===== src/rtl/wecd_pkg.sv =====
// ---------------------------------------------------------------------------
// wecd_pkg
// Shared sizes, codes and beat types of the windowed event count detector.
// ---------------------------------------------------------------------------
`default_nettype none

package wecd_pkg;

  localparam int MAX_EVENTS = 16;
  localparam int TIME_BITS  = 32;
  localparam int CNT_W      = $clog2(MAX_EVENTS + 1);

  localparam int ACT_W      = 3;
  localparam int DT_W       = 16;
  localparam int WIN_W      = 24;
  localparam int REACH_W    = 5;
  localparam int HOLD_W     = 25;
  localparam int EVT_W      = 5;
  localparam int CFG_IDX_W  = 2;
  localparam int CFG_DATA_W = 24;

  localparam int AGE_CMP_W  = (TIME_BITS > WIN_W) ? TIME_BITS : WIN_W;
  localparam int CNT_CMP_W  = (CNT_W > REACH_W) ? CNT_W : REACH_W;

  localparam logic [ACT_W-1:0] ACT_TICK      = 3'd0;
  localparam logic [ACT_W-1:0] ACT_ADD       = 3'd1;
  localparam logic [ACT_W-1:0] ACT_DROP_NEW  = 3'd2;
  localparam logic [ACT_W-1:0] ACT_DROP_ALL  = 3'd3;
  localparam logic [ACT_W-1:0] ACT_START     = 3'd4;
  localparam logic [ACT_W-1:0] ACT_STOP      = 3'd5;
  localparam logic [ACT_W-1:0] ACT_CLEAR     = 3'd6;

  localparam logic [CFG_IDX_W-1:0] REG_WINDOW = 2'd0;
  localparam logic [CFG_IDX_W-1:0] REG_REACH  = 2'd1;
  localparam logic [CFG_IDX_W-1:0] REG_MODE   = 2'd2;

  localparam logic [REACH_W-1:0] REACH_RESET = 5'd1;

  typedef struct packed {
    logic [ACT_W-1:0] action;
    logic [DT_W-1:0]  tick_amount;
  } in_t;

  typedef struct packed {
    logic             done_pulse;
    logic             reached;
    logic             running;
    logic [EVT_W-1:0] event_count;
    logic             overflow;
  } out_t;

  typedef struct packed {
    logic            tick;
    logic            shift;
    logic [DT_W-1:0] dt;
  } cell_ctl_t;

endpackage

`default_nettype wire


===== src/rtl/wecd_cell.sv =====
// ---------------------------------------------------------------------------
// wecd_cell
// One slot of the event chain: holds the age of one stored event.
// ---------------------------------------------------------------------------
`default_nettype none

module wecd_cell (
  input  logic                           clk,
  input  wecd_pkg::cell_ctl_t            ctl,
  input  logic                           wr_en,
  input  logic [wecd_pkg::TIME_BITS-1:0] nbr_age,
  output logic [wecd_pkg::TIME_BITS-1:0] age
);
  import wecd_pkg::*;

  logic [TIME_BITS-1:0] age_r;
  logic [TIME_BITS-1:0] age_nxt;
  logic [TIME_BITS-1:0] base;

  always_comb begin
    base = ctl.shift ? nbr_age : age_r;
    if (wr_en) begin
      age_nxt = '0;
    end else if (ctl.tick) begin
      age_nxt = base + TIME_BITS'(ctl.dt);
    end else begin
      age_nxt = base;
    end
  end

  always_ff @(posedge clk) begin
    age_r <= age_nxt;
  end

  assign age = age_r;

endmodule

`default_nettype wire


===== src/rtl/windowed_event_count_detector_core.sv =====
// Result: each accepted input beat yields its result beat in the next cycle.
// Throughput: one item per cycle while out_ready is high; every action
// finishes in a single pass through the cell chain and the control registers.
// Reset: synchronous, active low; clears run, reached, hold and count state
// and loads the register defaults. Stored ages need no reset.
// ---------------------------------------------------------------------------
// windowed_event_count_detector_core
// Event rate detector built as a chain of age cells with an output register.
// ---------------------------------------------------------------------------
`default_nettype none

module windowed_event_count_detector_core (
  input  logic                            clk,
  input  logic                            rst_n,
  input  logic                            in_valid,
  output logic                            in_ready,
  input  wecd_pkg::in_t                   in_data,
  output logic                            out_valid,
  input  logic                            out_ready,
  output wecd_pkg::out_t                  out_data,
  input  logic                            cfg_valid,
  output logic                            cfg_ready,
  input  logic [wecd_pkg::CFG_IDX_W-1:0]  cfg_index,
  input  logic [wecd_pkg::CFG_DATA_W-1:0] cfg_wdata
);
  import wecd_pkg::*;

  logic [WIN_W-1:0]     window_r;
  logic [REACH_W-1:0]   reach_r;
  logic                 mode_r;

  logic [CNT_W-1:0]     count_r, count_nxt;
  logic                 running_r, running_nxt;
  logic                 reached_r, reached_nxt;
  logic                 hold_active_r, hold_active_nxt;
  logic [HOLD_W-1:0]    hold_rem_r, hold_rem_nxt;
  logic                 out_valid_r;
  out_t                 out_data_r;

  logic                 accept;
  logic [ACT_W-1:0]     act;
  logic [DT_W-1:0]      dt;
  logic                 tick_go;
  logic                 add_ok;
  logic                 expire;
  logic                 hold_cond;
  logic                 hold_expire;
  logic [HOLD_W-1:0]    hold_base;
  logic [TIME_BITS-1:0] age0_adv;
  logic                 done;
  logic                 ovf;
  cell_ctl_t            cell_ctl;
  logic [MAX_EVENTS-1:0] wr_en;
  logic [TIME_BITS-1:0] age_w [MAX_EVENTS+1];

  assign accept    = in_valid && in_ready;
  assign in_ready  = !out_valid_r || out_ready;
  assign cfg_ready = 1'b1;
  assign act       = in_data.action;
  assign dt        = in_data.tick_amount;

  assign tick_go   = accept && (act == ACT_TICK) && running_r;
  assign add_ok    = accept && (act == ACT_ADD) && running_r &&
                     (count_r != CNT_W'(MAX_EVENTS));
  assign age0_adv  = age_w[0] + TIME_BITS'(dt);
  assign expire    = tick_go && !mode_r && (count_r != '0) &&
                     (AGE_CMP_W'(age0_adv) > AGE_CMP_W'(window_r));
  assign hold_cond   = CNT_CMP_W'(count_r) >= CNT_CMP_W'(reach_r);
  assign hold_base   = hold_active_r ? hold_rem_r : HOLD_W'(window_r);
  assign hold_expire = HOLD_W'(dt) >= hold_base;

  assign cell_ctl.tick  = tick_go;
  assign cell_ctl.shift = expire;
  assign cell_ctl.dt    = dt;
  assign age_w[MAX_EVENTS] = '0;

  for (genvar i = 0; i < MAX_EVENTS; i++) begin : g_cell
    assign wr_en[i] = add_ok && (count_r == CNT_W'(i));
    wecd_cell u_cell (
      .clk     (clk),
      .ctl     (cell_ctl),
      .wr_en   (wr_en[i]),
      .nbr_age (age_w[i+1]),
      .age     (age_w[i])
    );
  end

  always_comb begin
    count_nxt       = count_r;
    running_nxt     = running_r;
    reached_nxt     = reached_r;
    hold_active_nxt = hold_active_r;
    hold_rem_nxt    = hold_rem_r;
    done            = 1'b0;
    ovf             = 1'b0;
    unique case (act)
      ACT_TICK: begin
        if (running_r) begin
          if (!mode_r) begin
            count_nxt = count_r - CNT_W'(expire);
            if (CNT_CMP_W'(count_nxt) >= CNT_CMP_W'(reach_r)) begin
              reached_nxt = 1'b1;
              running_nxt = 1'b0;
              done        = 1'b1;
            end
          end else if (hold_cond) begin
            hold_active_nxt = 1'b1;
            if (hold_expire) begin
              hold_rem_nxt = '0;
              reached_nxt  = 1'b1;
              running_nxt  = 1'b0;
              done         = 1'b1;
            end else begin
              hold_rem_nxt = hold_base - HOLD_W'(dt);
            end
          end else begin
            hold_active_nxt = 1'b0;
          end
        end
      end
      ACT_ADD: begin
        if (running_r) begin
          if (count_r == CNT_W'(MAX_EVENTS)) begin
            ovf = 1'b1;
          end else begin
            count_nxt = count_r + CNT_W'(1);
          end
        end
      end
      ACT_DROP_NEW: begin
        if (running_r && (count_r != '0)) begin
          count_nxt = count_r - CNT_W'(1);
        end
      end
      ACT_DROP_ALL: begin
        if (running_r) begin
          count_nxt = '0;
        end
      end
      ACT_START: begin
        running_nxt     = 1'b1;
        hold_active_nxt = 1'b0;
      end
      ACT_STOP: begin
        running_nxt = 1'b0;
      end
      ACT_CLEAR: begin
        count_nxt       = '0;
        running_nxt     = 1'b0;
        reached_nxt     = 1'b0;
        hold_active_nxt = 1'b0;
        hold_rem_nxt    = '0;
      end
      default: begin
      end
    endcase
  end

  always_ff @(posedge clk) begin
    if (!rst_n) begin
      window_r      <= '0;
      reach_r       <= REACH_RESET;
      mode_r        <= 1'b0;
      count_r       <= '0;
      running_r     <= 1'b0;
      reached_r     <= 1'b0;
      hold_active_r <= 1'b0;
      hold_rem_r    <= '0;
      out_valid_r   <= 1'b0;
    end else begin
      if (cfg_valid && cfg_ready) begin
        unique case (cfg_index)
          REG_WINDOW: window_r <= cfg_wdata[WIN_W-1:0];
          REG_REACH:  reach_r  <= cfg_wdata[REACH_W-1:0];
          REG_MODE:   mode_r   <= cfg_wdata[0];
          default: begin
          end
        endcase
      end
      if (accept) begin
        count_r       <= count_nxt;
        running_r     <= running_nxt;
        reached_r     <= reached_nxt;
        hold_active_r <= hold_active_nxt;
        hold_rem_r    <= hold_rem_nxt;
        out_valid_r   <= 1'b1;
      end else if (out_ready) begin
        out_valid_r <= 1'b0;
      end
    end
  end

  always_ff @(posedge clk) begin
    if (accept) begin
      out_data_r.done_pulse  <= done;
      out_data_r.reached     <= reached_nxt;
      out_data_r.running     <= running_nxt;
      out_data_r.event_count <= EVT_W'(count_nxt);
      out_data_r.overflow    <= ovf;
    end
  end

  assign out_valid = out_valid_r;
  assign out_data  = out_data_r;

endmodule

`default_nettype wire


===== config.mk =====
export PLATFORM = sky130hd
export DESIGN_NAME = windowed_event_count_detector_core
export DESIGN_NICKNAME = d
export VERILOG_FILES = /design/src/rtl/wecd_pkg.sv /design/src/rtl/wecd_cell.sv /design/src/rtl/windowed_event_count_detector_core.sv
export SDC_FILE = /design/constraint.sdc
export NUM_CORES = 2
export LEC_CHECK = 0
export BUFFER_PORTS_ARGS = -buffer_cell sky130_fd_sc_hd__buf_2
export CAP_MARGIN = 20
export CORE_UTILIZATION = 60
export DETAILED_ROUTE_END_ITERATION = 6
export PLACE_DENSITY_LB_ADDON = 0.1
export SLEW_MARGIN = 0
export SYNTH_ARGS = -nofsm -noshare
export SYNTH_HDL_FRONTEND = slang
export SYNTH_HIERARCHICAL = 1
export SYNTH_SLANG_ARGS = --single-unit

===== constraint.sdc =====
create_clock -name clk -period 28.9 [get_ports clk]
set_input_delay 2.89 -clock clk [delete_from_list [all_inputs] [get_ports clk]]
set_output_delay 2.89 -clock clk [all_outputs]
set_load 0.1 [all_outputs]

# After elaboration in Yosys (flattened, before gate mapping)
# Index checks and enable logic that the tools add are counted.
# W data, S select, Z words.
# op_classes
order_cmp	4
n_eq_ne	28
reduce_logical	45
mux	68
addsub	21
# op_table
operator	count
$mux W32	32
$add A32 B16 Y32	17
$mux W25	5
$pmux W25 S2	1
$eq A5 B4 Y1 const B	8
$gt A32 B24 Y1	1
$mux W5	6
$logic_and A1 B1 Y1	26
$ge A16 B25 Y1	1
$pmux W5 S5	1
$sub A25 B16 Y25	1
$eq A5 B3 Y1 const B	4
$mux W1	20
$eq A5 B2 Y1 const B	2
$ge A5 B5 Y1	2
$reduce_and A2 Y1	5
$eq A3 B3 Y1 const B	3
$eq A3 B2 Y1 const B	2
$ne A2 B2 Y1 const B	3
$reduce_bool A2 Y1	3
$add A5 B1 Y5 const B	1
$eq A5 B1 Y1 const B	1
$eq A5 B5 Y1 const B	1
$logic_not A5 Y1	1
16 further kinds	19
# totals
out_inout_bits	12
input_bits	50
regBits	585
elab_cells	196

# Depth between registers and ports, before layout
# depth
word_depth	14
mapped_depth	32
depth_no_buf	30

# Cells and area by module
# Netlist, hierarchy kept.
# modules_own_cells
module	instances	cells_each	area_per_inst_um2	seq_area_each_um2
wecd_cell at g_cell[0].u_cell ...	11	315	2661.3	640.6
wecd_cell at g_cell[7].u_cell ...	3	326	2766.4	640.6
windowed_event_count_detector_core	1	897	6782.8	1551.5
wecd_cell at g_cell[11].u_cell	1	313	2647.5	640.6
wecd_cell at g_cell[12].u_cell	1	316	2642.5	640.6

# Worst setup path before layout
# OpenSTA, ideal clock, no wires.
# synth_path
path_kind	input -> register
startpoint	input port in_data[0] (netlist bit)
endpoint	register g_cell[7].u_cell.age_r[14]
cell_stages	30
setup_ps	122
setup_slack_ps	16368
arrival_time_ps	12410
cell_sequence	ha_1 inv_1 fa_1 nor2b_1 o31a_1 o21ai_1 o31ai_1 nand2_1 nor3_1 xor2_1 ha_1 nand3_1 nor3_1 mux2i_1 nand2_1 o211ai_1 a2111oi_0 a21oi_1 buf_6 buf_6 buf_2 mux2_2 ha_1 fa_1 a211oi_2 o21ai_2 a221o_1 a311oi_2 nor4b_1 a221o_1
# synth_via
elab_chain_len	6
# synth_lines
element	line	rtl
start, declared	windowed_event_count_detector_core.sv:17	input wecd_pkg::in_t in_data,
$add A32 B16 Y32 *	windowed_event_count_detector_core.sv:65	assign age0_adv = age_w[0] + TIME_BITS'(dt);
$gt A32 B24 Y1 *	windowed_event_count_detector_core.sv:67	(AGE_CMP_W'(age0_adv) > AGE_CMP_W'(window_r));
$logic_and A1 B1 Y1 *	windowed_event_count_detector_core.sv:66	assign expire = tick_go && !mode_r && (count_r != '0) &&
named net expire	windowed_event_count_detector_core.sv:45	logic expire;
$mux W32 *	wecd_cell.sv:21	base = ctl.shift ? nbr_age : age_r;
$add A32 B16 Y32	wecd_cell.sv:25	age_nxt = base + TIME_BITS'(ctl.dt);
$mux W32 *	wecd_cell.sv:24	end else if (ctl.tick) begin
end signal, assigned	wecd_cell.sv:32	age_r <= age_nxt;
end, declared	wecd_cell.sv:16	logic [TIME_BITS-1:0] age_r;
# Mark *: on every way through the listed nets, which the timed path passes. The rest lies on a longest branch.
# A chain may end at the register's enable or synchronous reset.

# Worst setup path after layout
# layout_path
startpoint	input port in_data[1] (netlist bit)
endpoint	register g_cell[11].u_cell.age_r[20]
# layout_via
elab_chain_len	6
# layout_lines
element	line
$add A32 B16 Y32 *	windowed_event_count_detector_core.sv:65
$gt A32 B24 Y1 *	windowed_event_count_detector_core.sv:67
$logic_and A1 B1 Y1 *	windowed_event_count_detector_core.sv:66
named net expire	windowed_event_count_detector_core.sv:45
$mux W32 *	wecd_cell.sv:21
$add A32 B16 Y32	wecd_cell.sv:25
$mux W32 *	wecd_cell.sv:24
end signal, assigned	wecd_cell.sv:32
end, declared	wecd_cell.sv:16
# Marked as above.

==> qor.txt <==
Status - finished clean
Critical path's slowest cell - buf_4
Routed wire length - 141000 um
Post-CTS Resized - 0
Final-report setup violation count - 0
DPL Wire Length - 99800 um
Post-Synth Simple-Gate Area - 21.7%
Final Hold Vio Count - 0
Worst hold path depth - 2
Die Footprint - 83900 um^2
Worst-path clk slew - 0.06 ns
Placer congestion estimate - 0.920
Area Overhead vs Synth - 5.99%
# H-tree levels - 3
Clock Tree Buf Depth - 3
All-layer global routing usage - 32.6%
Antenna violations before repair - 2
Critical Path Source - in_data[1]
Slew @ Worst Pin - 1.10 ns
Crit path top cell by count - buf_4
Crit path time final - 12.53 ns
Avg Inst Size Synth - 8.32 um^2
Die Ht - 290 um
# fillers - 7215
Worst-path fanout max - 186
Clk_skew - 0.0220 ns
Register area share after synthesis - 23.8%
Ys async rst share - 0%
Synthesized instance count - 5969
Floorplan row count - 105
Initial DRC count - 4135
Synth unique cells - 109
EDFF count, synth - 9
WS Path Type - input port to flop
Synth Area in XOR/XNOR - 4.76%
Worst-skew pair later-pin latency - 0.63 ns
Largest family of logic cells by synthesized area - compound AO/OA/AOI/OAI gates
Worst setup EP type - flop
Leakage Power - 20.4 nW
Starting Density - 60.6%
Vias in the first global route - 39925
I/O pins - 62
Largest net degree at the start of global routing - 187
Critical hold path startpoint - hold_rem_r[14]
Flops & latches, synth - 585
Post-Synthesis Cell Area - 49600 um^2
Clock Sinks - 585
Final ANT Viol Nets - 0
Multiplexer area fraction after synthesis - 12.3%
CP peak stage delay - 0.83 ns
Ys flop type - dfxtp_1
Routed via count - 45124
Syn. warnings - 6
FF-to-FF Start - g_cell[0].u_cell/age[0]
Hold Path Class - flop to flop
Startpoint class of the critical path - input port
RSZ-0062 raised after global routing - no
Max Cap Viol - 0
Critical Path AT - 13.07 ns
Synthesized-area fraction occupied by adder cells - 9.04%
First-pass GRT wire length - 220000 um
Post-CTS Setup Bufs - 0
Final core utilization - 64.2%
Diodes inserted - 0
Relative slew slack - 26.5%
Crit share post-route - 43.3%
Root buf cell - clkbuf_16
Average routed wire per standard cell - 20.1 um
CTS tree - done
Num CTS Buffers - 73
Worst EP required - 29.44 ns
Core area - 82000 um^2
Post-CTS Hold Buffers - 0
F_max - 79.8 MHz
Synth Area in Compound Gates - 23.7%
Worst VDD drop - 0.0000468 V
Power density over the cells - 57.6 nW/um^2
Layout cells sized above 1 - 13.3%
Die Width - 290 um
Grt ovf - 0
Drt drc - 0
Setup TNS - 0 ns
Slew Limit Fails - 0
Reg2reg path depth - 31
Avg Vias per Cell - 6.44
Nets - 6282
IO Port Bufs - 60
Pre-antenna DRT Iters - 6
sequential cells by signal (all words and copies together), names as in the netlist:
name / count
reach_r: 5
count_r: 5
out_data: 9
out_valid: 1
g_cell.u_cell/age: 512
running_r: 1
hold_active_r: 1
window_r: 24
reached_r: 1
mode_r: 1
hold_rem_r: 25
path summary, 6_finish.rpt:
| path | endpoint | slack [ns] |
|---|---|---|
| worst min register to register | hold_rem_r[14] | 0.46 |
| worst max register to register | g_cell[11].u_cell/age[20] | 19.06 |
| worst max-delay path | g_cell[11].u_cell/age[20] | 16.37 |
| worst min-delay path | hold_rem_r[14] | 0.46 |
cells in the final DEF, fill, tap and decap left out, types with 53 or more instances in the layout:
| cell | synthesis | final |
|---|---|---|
| nand3_1 | 203 | 203 |
| and2_1 | 68 | 68 |
| mux2_2 | 365 | 365 |
| nand2b_1 | 84 | 84 |
| nor2_1 | 543 | 532 |
| inv_1 | 159 | 159 |
| a211oi_1 | 181 | 181 |
| o21a_1 | 66 | 66 |
| mux2i_1 | 197 | 197 |
| a21boi_0 | 53 | 53 |
| buf_2 | 88 | 61 |
| a21oi_1 | 439 | 438 |
| a21o_1 | 152 | 152 |
| xor2_1 | 156 | 156 |
| nand4b_1 | 54 | 54 |
| nand2_1 | 438 | 438 |
| o21ai_0 | 180 | 180 |
| nand4_1 | 106 | 106 |
| nor2b_1 | 170 | 170 |
| and3_1 | 76 | 75 |
| clkbuf_16 | 0 | 77 |
| a31oi_1 | 65 | 65 |
| nor3_1 | 136 | 132 |
| ha_1 | 330 | 330 |
| xnor2_1 | 114 | 114 |
| dfxtp_1 | 576 | 575 |
metrics by stage:
| stage | hold slack [ns] | setup WS [ns] | area, um^2 | power, mW | std cells |
|---|---|---|---|---|---|
| 4_1_cts | 0.457 | 16.51 | 52600 | 3.02 | 7000 |
| 5_1_grt | 0.472 | 15.61 | 52600 | 3.21 | 7006 |
| 6_report | 0.458 | 16.37 | 52600 | 3.03 | 7006 |
| 3_3_place_gp | 0.439 | 15.96 | 50200 | 2.07 | 6872 |
| 3_5_place_dp | 0.443 | 15.90 | 50200 | 2.09 | 6873 |
| 2_1_floorplan | 0.425 | 16.37 | 49800 | 1.87 | 6019 |
final cells by class:
type / count / area, um^2 / area share (%)
clock inverter: 18 / 203 / 0.385
multi-input combinational: 4947 / 35700 / 67.9
tap: 1070 / 1340 / 2.54
inverter: 160 / 601 / 1.14
timing repair buffer: 117 / 776 / 1.47
sequential: 585 / 11800 / 22.4
clock buffer: 109 / 2180 / 4.14
report_power, final:
group          total [mW]  internal [mW]  leakage, nW  switching [mW]
logic                1.12          0.468         14.4           0.649
clock network       0.929          0.555         1.17           0.375
registers           0.987          0.902         4.78          0.0850
total                3.03           1.92         20.4            1.11
critical path, delay by kind of cell:
family,cells,cell delay (ns)
buffers and inverters,7,3.69
adders and majority gates,4,1.44
xor gates and xnor gates,1,0.10
muxes,2,0.64
AOI/OAI and AO/OA,10,2.58
and+or+nand+nor,8,1.37
synth_stat cells (all sizes together), types with 17 or more instances:
master,count,area share (%)
a21o,155,2.4
a22o,44,0.78
nand4,122,1.8
mux2,365,8.3
a211oi,184,2.8
xor2,156,2.8
buf,212,2.7
nand3,203,2.0
fa,18,0.73
o21ai,215,2.2
nor3b,39,0.59
and3,76,0.96
a32oi,39,0.69
o211ai,28,0.53
nand2,439,3.3
nor3,140,1.5
o31ai,46,0.95
and2,69,0.87
dfxtp,576,23
a31o,25,0.44
a21oi,439,4.4
o21a,66,1.0
a22oi,31,0.87
xnor2,114,2.0
o21bai,29,0.44
ha,330,8.3
o211a,17,0.34
nor2b,170,2.1
a221oi,18,0.36
nor4,22,0.32
a31oi,65,0.82
a311oi,32,0.77
nor4b,18,0.32
inv,159,1.2
nand4b,54,0.95
nor2,544,4.1
a211o,19,0.36
a21boi,55,0.83
mux2i,197,4.0
nand3b,55,0.91
clkbuf,115,0.90
nand2b,84,1.1
a2111oi,37,0.97
metal layers:
layer | up-vias | wire (um) | global-route usage (%)
met3 | 223 | 10500 | 3.83
met5 | - | 13 | 0
li1 | 21966 | - | -
met4 | 2 | 3880 | 9.18
met1 | 21330 | 69500 | 50.3
met2 | 1603 | 57200 | 46.8
logic make-up (layout without fill, tap and decap cells):
kind of cell	count (synthesis)	after routing
buffers and inverters	487	404
XOR/XNOR	270	270
AND/OR/NAND/NOR	2083	2083
multiplexers	562	562
flip-flops	585	585
other	2	52
adder cells (fa/ha/maj)	348	348
AO/OA/AOI/OAI	1632	1632
Power figures use the tool's default switching activity.
